**src/rtl/core/sap_pkg.sv**
```systemverilog
// ----------------------------------------------------------------------------
// sap_pkg
// Shared types and constants of the Schroeder allpass filter core.
// ----------------------------------------------------------------------------
package sap_pkg;

	localparam int DEFAULT_MAX_DELAY   = 4096;
	localparam int DEFAULT_SAMPLE_BITS = 16;

	localparam int GAIN_BITS = 16;
	localparam int GAIN_FRAC = 15;
	localparam int DLEN_BITS = 13;
	localparam int CFG_BITS  = 16;
	localparam int IDX_BITS  = 1;

	localparam logic [IDX_BITS-1:0] REG_GAIN         = 1'd0;
	localparam logic [IDX_BITS-1:0] REG_DELAY_LENGTH = 1'd1;

	localparam logic [GAIN_BITS-1:0] GAIN_RESET         = 16'd22938;
	localparam logic [DLEN_BITS-1:0] DELAY_LENGTH_RESET = 13'd1024;

	typedef enum logic [2:0] {
		ST_IDLE,
		ST_MUL1,
		ST_SUM1,
		ST_MUL2,
		ST_SUM2
	} sap_state_t;

	// controller to datapath
	typedef struct packed {
		logic load;   // take sample, read delay line
		logic mul1;   // g * d
		logic sum1;   // w = sat(x + round(g*d))
		logic mul2;   // g * w, write w back, advance pointer
		logic sum2;   // y = sat(round(g*w) - d) into output register
	} sap_cmd_t;

	// datapath to controller
	typedef struct packed {
		logic out_free;
	} sap_stat_t;

endpackage

```
**src/rtl/core/sap_ctrl.sv**
```systemverilog
// ----------------------------------------------------------------------------
// sap_ctrl
// Sequencer of the allpass section: steps one sample through read,
// two multiply/round passes and the output load.
// ----------------------------------------------------------------------------
module sap_ctrl
	import sap_pkg::*;
(
	input  logic      clk,
	input  logic      arst_n,
	input  logic      s_tvalid,
	output logic      s_tready,
	input  sap_stat_t stat,
	output sap_cmd_t  cmd
);

	sap_state_t state_q, state_d;

	always_ff @(posedge clk or negedge arst_n) begin
		if (!arst_n) begin
			state_q <= ST_IDLE;
		end else begin
			state_q <= state_d;
		end
	end

	always_comb begin
		state_d = state_q;
		case (state_q)
			ST_IDLE: begin
				if (s_tvalid) state_d = ST_MUL1;
			end
			ST_MUL1: state_d = ST_SUM1;
			ST_SUM1: state_d = ST_MUL2;
			ST_MUL2: state_d = ST_SUM2;
			ST_SUM2: begin
				// hold until the output register can take the result
				if (stat.out_free) state_d = ST_IDLE;
			end
			default: state_d = ST_IDLE;
		endcase
	end

	always_comb begin
		s_tready = 1'b0;
		cmd      = '0;
		case (state_q)
			ST_IDLE: begin
				s_tready = 1'b1;
				cmd.load = s_tvalid;
			end
			ST_MUL1: cmd.mul1 = 1'b1;
			ST_SUM1: cmd.sum1 = 1'b1;
			ST_MUL2: cmd.mul2 = 1'b1;
			ST_SUM2: cmd.sum2 = stat.out_free;
			default: cmd = '0;
		endcase
	end

endmodule

```
**config.mk**
```make
export PLATFORM = sky130hd
export DESIGN_NAME = sap_ctrl
export DESIGN_NICKNAME = d
export VERILOG_FILES = /design/src/rtl/core/sap_pkg.sv /design/src/rtl/core/sap_ctrl.sv
export SDC_FILE = /design/constraint.sdc
export NUM_CORES = 1
export LEC_CHECK = 0
export ABC_CLOCK_PERIOD_IN_PS = 1300
export BUFFER_PORTS_ARGS = -buffer_cell sky130_fd_sc_hd__buf_2
export CELL_PAD_IN_SITES_DETAIL_PLACEMENT = 1
export CELL_PAD_IN_SITES_GLOBAL_PLACEMENT = 1
export CORE_AREA = 2 2 39 41
export CTS_CLUSTER_DIAMETER = 60
export DETAILED_ROUTE_END_ITERATION = 10
export DIE_AREA = 0 0 41 43
export PLACE_DENSITY_LB_ADDON = 0.1
export REMOVE_ABC_BUFFERS = 1
export SLEW_MARGIN = 15
export SYNTH_ARGS = -nofsm -noshare
export SYNTH_HDL_FRONTEND = slang
export SYNTH_SLANG_ARGS = --single-unit
```
**constraint.sdc**
```tcl
create_clock -name clk -period 1.3 [get_ports clk]
set_input_delay 0.065 -clock clk [delete_from_list [all_inputs] [get_ports clk]]
set_output_delay 0.065 -clock clk [all_outputs]
set_load 0.01 [all_outputs]
```
### Word level (Yosys, flattened, before mapping)

Cells that the tools add are included.

| storage, ports and cells | value |
|---|---|
| register bits after elaboration | 3 |
| output and inout port bits | 6 |
| logic and storage cells | 18 |

| operators by class | value |
|---|---|
| eq/ne operators | 6 |
| muxes and demuxes | 9 |
| reduce and logical (&&, ||, !) cells | 2 |

Operators by type and width:

| cell | number |
|---|---|
| 3-bit case mux with 5 select lines | 1 |
| 3-bit by 2-bit equality test with 1-bit output (second input constant) | 2 |
| 1-bit 2-to-1 mux | 6 |
| 3-bit 2-to-1 mux | 2 |
| 2-bit != test (second input constant) | 2 |
| 3-bit by 1-bit equality test with 1-bit output (second input constant) | 1 |
| 3-bit equality test (second input constant) | 1 |
| 3-bit zero test | 1 |
| 2-bit AND reduction | 1 |

### Longest topological paths before layout

Gate-level depths: netlist of run 1.

| depth | value |
|---|---|
| word-level depth | 3 |
| mapped depth | 3 |

### Least setup slack after synthesis of run 1

No wires, ideal clock.

| path | value |
|---|---|
| path kind | register -> output |
| from | reg state_q[1] |
| to | out cmd[4] in the netlist's numbering |
| data arrival time | 0.972 ns |
| path slack | 0.263 ns |
| stages on the path, launching flop included | 4 |
| path buffers | 1 |
| path through | dfrtp_1 -> buf_12 -> nor3_2 -> and2_1 |

RTL lines:

| element | line | RTL |
|---|---|---|
| start, declared | sap_ctrl.sv:17 | `sap_state_t state_q, state_d;` |
| start signal, assigned | sap_ctrl.sv:23 | `state_q <= state_d;` |
| end, declared | sap_ctrl.sv:14 | `output sap_cmd_t cmd` |

==> impl_results.md, run 1 <==
- Critical path fanouts, max: 7
- Biggest register: state_q
- Grt met2 use: 0.109
- Tot Pwr: between 700 and 800 uW
- Met3 GRT Util: 0.0524
- RSZ-0062 raised after global routing: false
- Mean Syn Cell Area: roughly 10 sq um
- Synth unique cells: 14
- Synth area leaders: dfrtp_1 (38%), buf_12 (10%), nor3b_1 (7.5%)
- Netlist area before placement: 199 sq um
- Initial Utilization: 0.144
- Top cell type by total area after synthesis: dfrtp_1
- Num CTS Buffers: 3
- Run status: finished, final reports clean
- Layout cell share with drive strength beyond 1: 0.563
- CTS Sinks: 3
- Port Buffers: 9
- Max reg flops: 3
- CTS tree: built
- First-pass GRT wire length: ~780 um
- Slew at the pin closest to its max-slew limit: around 270 ps
- TNS Setup: 0 ps
- Detailed Route Iter0 Violations: 0
- Kind of critical path: reg -> out
- Register area share after synthesis: 0.377
- IO Pins: 10
- Critical path data arrival time: 1130 ps
- F_max: between 800 and 900 MHz
- Top flop regs: state_q (3)
- Yosys warns: 0
- Drt drc: 0
- Layout Nets: 37
- Fin. Hold Viols: 0
- Post-route cell area: 285 sq um
- Die ar.: 1760 sq um
- Worst slew margin: 0.819
- Synth-to-layout area growth: 43.4%
- CTS clk-pin slew, worst paths: roughly 30 ps
- Fillers: 170
- Skew-Pair Late Insertion Delay: approximately 230 ps
- Die width: between 40 and 50 um
- Min-delay worst type: in -> reg
- Routability congestion estimate: about 0.57
- Via density: 3.75
- Type of destination of the critical path: output pin
- Skew final: ~2.7 ps
- GR peak layer: met2
- Clock Path Buffers: 2
- Post-Route WL: ~460 um
- Peak supply drop: 0.000465 V
- Max-Cap Viols: 0
- Fin crit period: approximately 1200 ps
- Root Buffer: clkbuf_4
- WP data required: approximately 1200 ps
- Routed vias: 180
- Drt wl/cell: roughly 9.6 um
- GRT met1 Usage: 0.0643
- Placed Instance Area: between 200 and 250 sq um
- DRT Pass-1 Iters: 1
- Vias in the first global route: ~210
- Pin count of the biggest net entering global routing: 9
- # diodes: 0
- Die Ht: ~43 um
- Pleak: ~0.00014 uW
- Remaining antenna violation count: 0
- Synthesis-stage register bit count: 3
- Cell count after synthesis: 19
- Initial antenna violation count: 0
- Final Cycle Share: 0.921
- Core area: 1380 sq um
- Final Slew Violations: 0
- Rows: 14
- Top cell type's share of synthesized area: 0.377
- Global Route Usage Sum: 0.0683
- CP Launch Type: flop
- Final setup vio count: 0
- H-tree Lvls: 1
- Pwr Density: roughly 2600 nW/um^2
- GR Overflow Total: 0
==> power breakdown <==
group	internal (uW)	switching, uW	leakage [uW]
Clock	115	47.4	0.0000150
Sequential	149	105	0.0000355
Combinational	193	139	0.0000861
==> cells in the final DEF (no fill, tap or decap) <==
cell | netlist | final
buf_2 | 1 | 9
or2_1 | 1 | 1
clkbuf_1 | 0 | 1
nor3b_1 | 2 | 2
nor3_2 | 1 | 1
dlygate4sd3_1 | 0 | 1
dfrtp_2 | 0 | 2
clkbuf_4 | 0 | 3
nor2_1 | 2 | 2
nor4b_2 | 1 | 1
and3b_1 | 1 | 1
and2_1 | 1 | 1
buf_4 | 1 | 2
dfrtp_1 | 3 | 1
xnor2_1 | 1 | 1
nor3_1 | 2 | 2
nand2_1 | 1 | 1
==> worst paths after layout <==
path,from,endpoint,slack [ps],cells past startpoint
worst min register to register,state_q[0]$_DFFE_PN0P_,state_q[0]$_DFFE_PN0P_,560,1
worst max-delay path,state_q[1]$_DFFE_PN0P_,cmd[0],100,3
worst max register to register,state_q[2]$_DFFE_PN0P_,state_q[2]$_DFFE_PN0P_,250,2
worst min-delay path,s_tvalid,state_q[0]$_DFFE_PN0P_,110,3
min in group asynchronous,arst_n,state_q[2]$_DFFE_PN0P_,160,2
max in group asynchronous,arst_n,state_q[1]$_DFFE_PN0P_,1020,2
==> synth_stat cells <==
library cell / count
dfrtp_1: 3
nand2_1: 1
or2_1: 1
and3b_1: 1
and2_1: 1
nor2_1: 2
buf_12: 1
nor3b_1: 2
buf_4: 1
nor4b_2: 1
xnor2_1: 1
nor3_2: 1
nor3_1: 2
buf_2: 1
==> worst max-delay path, cell delays in order, from the launching register on <==
cell and delay [ps]:
dfrtp_2 440, buf_4 150, nor3_1 160, buf_2 150
==> layer usage <==
layer / vias to the layer above / part of all wire
met2: 6 / 0.48
met3: 0 / 0.065
met4: 0 / 0
met1: 86 / 0.45
li1: 88 / -
met5: - / 0
==> cell families after synthesis <==
kind of cell              share of synthesized area
xor gates and xnor gates                     0.0440
buffers and inverters                         0.164
DFF                                           0.377
and+or+nand+nor                               0.415
==> through the flow <==
step,hold WS [ps],instances,utilization,setup WS (ps)
floorplan,-231,16,-,277
global placement,-133,41,0.167,253
detailed placement,-137,41,0.167,224
CTS,108,46,0.193,39.5
global route,150,48,0.206,17.9
finish,109,48,0.206,102
==> cell type report <==
cell class,instances,area (sq um),area share
Tap cell,16,20.0,0.0702
Sequential cell,3,77.6,0.272
Timing Repair Buffer,12,70.1,0.246
Clock buffer,4,26.3,0.0921
Multi-Input combinational cell,13,91.3,0.320
==> repair_timing <==
| action | CTS | global route |
|---|---|---|
| hold endpoints to repair | 3 | 0 |
| setup endpoints to repair | 0 | 1 |
| hold buffers | 1 | 0 |
| setup buffers | 0 | 2 |
| resized for setup | 0 | 2 |
Note: power is estimated with default switching activity, not from simulation.
==> run 2, diff against run 1 <==
Settings changed: GPL_TIMING_DRIVEN set to 0, HOLD_SLACK_MARGIN set to 0.03, SKIP_LAST_GASP set to 1.
==> impl_results.md, run 2 (synthesis results as in run 1) <==
- Routed vias: 170
- Core area: 1380 sq um
- Rows: 14
- TNS Setup: 0 ps
- NetSw: around 290 uW
- Fillers: roughly 170
- Critical path fanouts, max: 8
- Worst path top cell family by delay: flip-flops
- # diodes: 0
- Clock Path Buffers: 2
- R2r endpoint: state_q[2]$_DFFE_PN0P_
- Detailed Route Iter0 Violations: 1
- Initial Utilization: 0.144
- Most frequent cells in the layout: buf_2 (9), clkbuf_4 (3)
- Kind of critical path: reg -> out
- Die Ht: between 40 and 50 um
- CP Launch Type: flop
- Layout Nets: 35
- H-tree Lvls: 1
- Hold WS: around 110 ps
- RSZ-0062 raised after global routing: false
- Final Slew Violations: 0
- Fin. Hold Viols: 0
- Crit Reg-Reg Startpoint: state_q[2]$_DFFE_PN0P_
- Fin crit period: between 1000 and 1500 ps
- Root Buffer: clkbuf_4
- Type of destination of the critical path: output pin
- CP max stage delay: 460 ps
- R2r setup slk: ~250 ps
- Min-Delay Path Depth: 3
- Part of the power in registers: 0.375
- Crit-path cells: nor3_2 -> and2_1 -> buf_2
- Worst slew margin: 0.820
- Max reg flops: 3
- Max-Cap Viols: 0
- Die ar.: approximately 1800 sq um
- WP data required: ~1200 ps
- Post-Route WL: about 460 um
- Pwr Density: approximately 2600 nW/um^2
- Num CTS Buffers: 3
- Routability congestion estimate: approximately 0.56
- Comb pwr share: 0.397
- Run status: finished, final reports clean
- Slowest CP cell: dfrtp_2
- Clk pwr share: 0.228
- Top flop regs: state_q (3)
- Skew final: between 1 and 1.5 ps
- Most common cell after layout, fill and taps aside: buf_2
- Global Route Usage Sum: 0.0773
- Pleak: around 0.00013 uW
- Drt wl/cell: 9.96 um
- CP Buf/Inv Count: 1
- Via density: approximately 3.7
- Final setup vio count: 0
- Critical path data arrival time: between 1000 and 1500 ps
- GR Overflow Total: 0
- WHS Endpoint: state_q[0]$_DFFE_PN0P_
- CTS tree: built
- Initial antenna violation count: 0
- Layout cell share with drive strength beyond 1: 0.533
- F_max: roughly 830 MHz
- FF-to-FF path depth: 2
- DP Cell Count: approximately 40
- Drt drc: 0
- Synth-to-layout area growth: 35.8%
- Skew-Pair Late Insertion Delay: about 230 ps
- Fin util: 0.195
- CTS clk-pin slew, worst paths: about 40 ps
- Switching share of power: 0.409
- Peak supply drop: 0.000583 V
- DRT Pass-1 Iters: 2
- Min-delay src: s_tvalid
- Port Buffers: 9
- Biggest register: state_q
- Die width: 41 um
- Pin count of the biggest net entering global routing: 9
- Vias in the first global route: between 150 and 200
- Final Cycle Share: 0.931
- Slew at the pin closest to its max-slew limit: 270 ps
- Min-delay worst type: in -> reg
- Final Non-Filler Cells: 46
- CTS Sinks: 3
- Remaining antenna violation count: 0
- First-pass GRT wire length: about 840 um
- IO Pins: 10
- Cell Int Power: roughly 420 uW
[run 2: repair_timing]
action	4_1_cts	5_1_grt
gates resized for setup	0	2
endpoints found under the setup margin	0	2
hold buffers	1	0
setup buffers	0	0
endpoints found under the hold margin	3	0
[run 2: worst register-to-register path, delay by kind of cell, from the launching register on]
| kind | cells | cell delay, ps |
|---|---|---|
| flip-flops | 1 | 480 |
| AND/OR/NAND/NOR | 2 | 450 |
[run 2: power groups by stage]
stage | sequential (uW) | combinational (uW) | clock [uW]
floorplan | 226 | 188 | 0
global placement | 259 | 281 | 0
detailed placement | 263 | 286 | 0
CTS | 262 | 291 | 172
global route | 289 | 317 | 180
finish | 267 | 282 | 162
[run 2: layout make-up]
type	instances	area [sq um]	area share
clock buffers	4	26.3	0.0972
multi-input cells	13	91.3	0.338
flip-flops and latches	3	77.6	0.287
repair buffers	10	55.1	0.204
well taps	16	20.0	0.0741
[run 2: per-layer routing]
| layer | wire (um) | part of all wire | global-route usage |
|---|---|---|---|
| met1 | 202 | 0.44 | 0.0900 |
| met2 | 242 | 0.53 | 0.0969 |
| met3 | 13 | 0.028 | 0.0314 |
| met4 | 0 | 0 | 0.0800 |
| met5 | 0 | 0 | 0 |
[run 2: metrics by stage]
step           area, sq um  total power, uW  worst slack [ps]
2_1_floorplan          166              414               277
3_3_place_gp           231              540               251
3_5_place_dp           231              549               235
4_1_cts                268              725              34.7
5_1_grt                270              787              17.7
6_report               270              711              89.7
[run 2: how the worst max path moves through the flow]
stage                            from                     end  slack [ps]  cells after the start
6_report       state_q[1]$_DFFE_PN0P_                  cmd[4]          90                      3
4_1_cts        state_q[1]$_DFFE_PN0P_                  cmd[4]          30                      3
3_3_place_gp   state_q[1]$_DFFE_PN0P_  state_q[2]$_DFFE_PN0P_         250                      2
3_5_place_dp   state_q[2]$_DFFE_PN0P_  state_q[2]$_DFFE_PN0P_         230                      2
5_1_grt        state_q[2]$_DFFE_PN0P_                  cmd[0]          20                      3
2_1_floorplan  state_q[1]$_DFFE_PN0P_  state_q[2]$_DFFE_PN0P_         280                      2
==> run 3, diff against run 2 <==
Settings changed: ABC_AREA set to 1.
==> impl_results.md, run 3 <==
- Peak supply drop: 0.000556 V
- Vias in the first global route: between 200 and 250
- Register area share after synthesis: 0.426
- R2r endpoint: state_q[0]$_DFFE_PN0P_
- Routed vias: around 190
- Top cell type's share of synthesized area: 0.426
- Layout cell share with drive strength beyond 1: 0.500
- DRT Pass-1 Iters: 4
- Critical path fanouts, max: 4
- Fin. Hold Viols: 0
- Routability congestion estimate: 0.627
- Num CTS Buffers: 3
- Final Cycle Share: 0.889
- Global Route Usage Sum: 0.0721
- Reg area: around 75 sq um
- Die Ht: about 43 um
- Top cell type by total area after synthesis: dfrtp_1
- Synth-to-layout area growth: 58.9%
- CTS Sinks: 3
- Switching share of power: 0.438
- IO Pins: 10
- Layout Nets: 41
- Post-DP HPWL: approximately 380 um
- Pleak: ~0.00016 uW
- DP Cell Count: 46
- TNS Setup: 0 ps
- Slew at the pin closest to its max-slew limit: ~200 ps
- RSZ-0062 raised after global routing: false
- Max-Cap Viols: 0
- Crit-path cells: inv_2 -> nand2_2 -> nor3b_2 -> buf_2
- Skew final: between 0.9 and 1 ps
- WP depth: 4
- Run status: finished, final reports clean
- Root Buffer: clkbuf_4
- Final Non-Filler Cells: 52
- CTS tree: built
- CTS clk-pin slew, worst paths: ~40 ps
- Most common cell after layout, fill and taps aside: buf_2
- Die ar.: 1760 sq um
- Crit Reg-Reg Startpoint: state_q[1]$_DFFE_PN0P_
- Worst path top cell family by delay: flip-flops
- Via density: 3.73
- H-tree Lvls: 1
- Synth unique cells: 11
- Mean Syn Cell Area: 8.02 sq um
- Comb pwr share: 0.486
- Post-Route WL: 465 um
- Skew-Pair Late Insertion Delay: 230 ps
- Drt drc: 0
- Async SR Flop Fraction: 1.00
- WP data required: approximately 1200 ps
- CP max stage delay: 390 ps
- Slowest CP cell: dfrtp_1
- Final Slew Violations: 0
- Clock Path Buffers: 2
- Critical path data arrival time: between 1000 and 1500 ps
- Biggest register: state_q
- CP Buf/Inv Count: 2
- Netlist area before placement: between 150 and 200 sq um
- Fillers: ~180
- Type of destination of the critical path: output pin
- Top flop regs: state_q (3)
- FF-to-FF path depth: 2
- Most common cell in the netlist: inv_1
- Initial Utilization: 0.127
- # diodes: 0
- First-pass GRT wire length: 800 um
- Fin crit period: 1160 ps
- NetSw: about 300 uW
- Port Buffers: 9
- Core area: 1380 sq um
- Max reg flops: 3
- CP endpoint: cmd[4]
- Min-delay worst type: in -> reg
- Rows: 14
- Area occupied by multi-input gates: 67.6 sq um
- Top_reg_cell synth: dfrtp_1
- R2r setup slk: 490 ps
- Cell Int Power: roughly 390 uW
- Initial antenna violation count: 0
- Pwr Density: roughly 2500 nW/um^2
- Die width: between 40 and 50 um
- GR Overflow Total: 0
- Part of the power in registers: 0.279
- Clk pwr share: 0.235
- Synth area leaders: dfrtp_1 (43%), inv_1 (8.5%), nor3b_2 (7.1%)
- CP startpoint: state_q[2]$_DFFE_PN0P_
- Yosys warns: 0
- Tot Pwr: 694 uW
- Commonest cells in the netlist: inv_1 (4), dfrtp_1 (3), inv_2 (3), nor2_1 (3)
- Final setup vio count: 0
- Post-synth EDFFs: 0
- CP Launch Type: flop
- Pin count of the biggest net entering global routing: 6
- F_max: 866 MHz
- Detailed Route Iter0 Violations: 3
- Most frequent cells in the layout: buf_2 (9), inv_1 (4)
- Remaining antenna violation count: 0
- Cell count after synthesis: 22
- Post-CTS Resized: 0
- Synthesis-stage register bit count: 3
- Kind of critical path: reg -> out
- Drt wl/cell: between 8 and 9 um
- Worst slew margin: 0.866
[run 3: changes by cell type after synthesis, moves of 2 or more]
cell,before,now
inv_1,0,4
inv_2,0,3
nand3_1,0,2
nor3_1,2,0
nor3b_1,2,0
o21ai_1,0,2
[run 3: power groups by stage]
stage               clock, uW  combinational (uW)  sequential, uW
finish                    163                 337             193
global route              180                 384             200
CTS                       172                 349             195
detailed placement          0                 341             196
global placement            0                 347             197
floorplan                   0                 227             183
[run 3: final cells by class]
class / count / share of cell area
timing repair buffer: 11 / 0.232
sequential: 3 / 0.268
clock buffer: 4 / 0.0937
tap: 16 / 0.0714
multi-input combinational: 11 / 0.241
inverter: 7 / 0.0937
[run 3: worst min-delay path: stages]
cell	delay, ps
buf_2	90
o211ai_1	80
inv_1	50
[run 3: stage by stage]
stage | worst slack [ps] | area [sq um] | hold WS (ps) | utilization
CTS | 120 | 280 | 80.1 | 0.203
global placement | 372 | 234 | -138 | 0.169
detailed placement | 375 | 234 | -135 | 0.169
global route | 45.6 | 280 | 93.7 | 0.203
floorplan | 489 | 169 | -231 | -
finish | 145 | 280 | 84.9 | 0.203
[run 3: kinds of logic after synthesis]
| logic type | synth area share |
|---|---|
| AOI/OAI and AO/OA | 0.0993 |
| buffers and inverters | 0.191 |
| DFF | 0.426 |
| and+or+nand+nor | 0.284 |
[run 3: worst min-delay path by stage]
stage	cells after the start	endpoint	slack, ps	start
6_report	3	state_q[0]$_DFFE_PN0P_	80	s_tvalid
5_1_grt	3	state_q[0]$_DFFE_PN0P_	90	s_tvalid
4_1_cts	3	state_q[0]$_DFFE_PN0P_	80	s_tvalid
3_5_place_dp	1	state_q[2]$_DFFE_PN0P_	-130	arst_n
3_3_place_gp	1	state_q[2]$_DFFE_PN0P_	-140	arst_n
2_1_floorplan	0	state_q[0]$_DFFE_PN0P_	-230	arst_n
[run 3: metal layers]
metal  track usage  up-vias  share of wire
li1              -       95              -
met1        0.0767       92           0.42
met2        0.0938        7           0.52
met3        0.0471        0          0.060
met4        0.0600        0              0
met5             0        -              0
[run 3: repair_timing]
item	4_1_cts	5_1_grt
setup endpoints to repair	0	0
hold buffers	2	0
buffers inserted	0	0
endpoints found under the hold margin	4	0
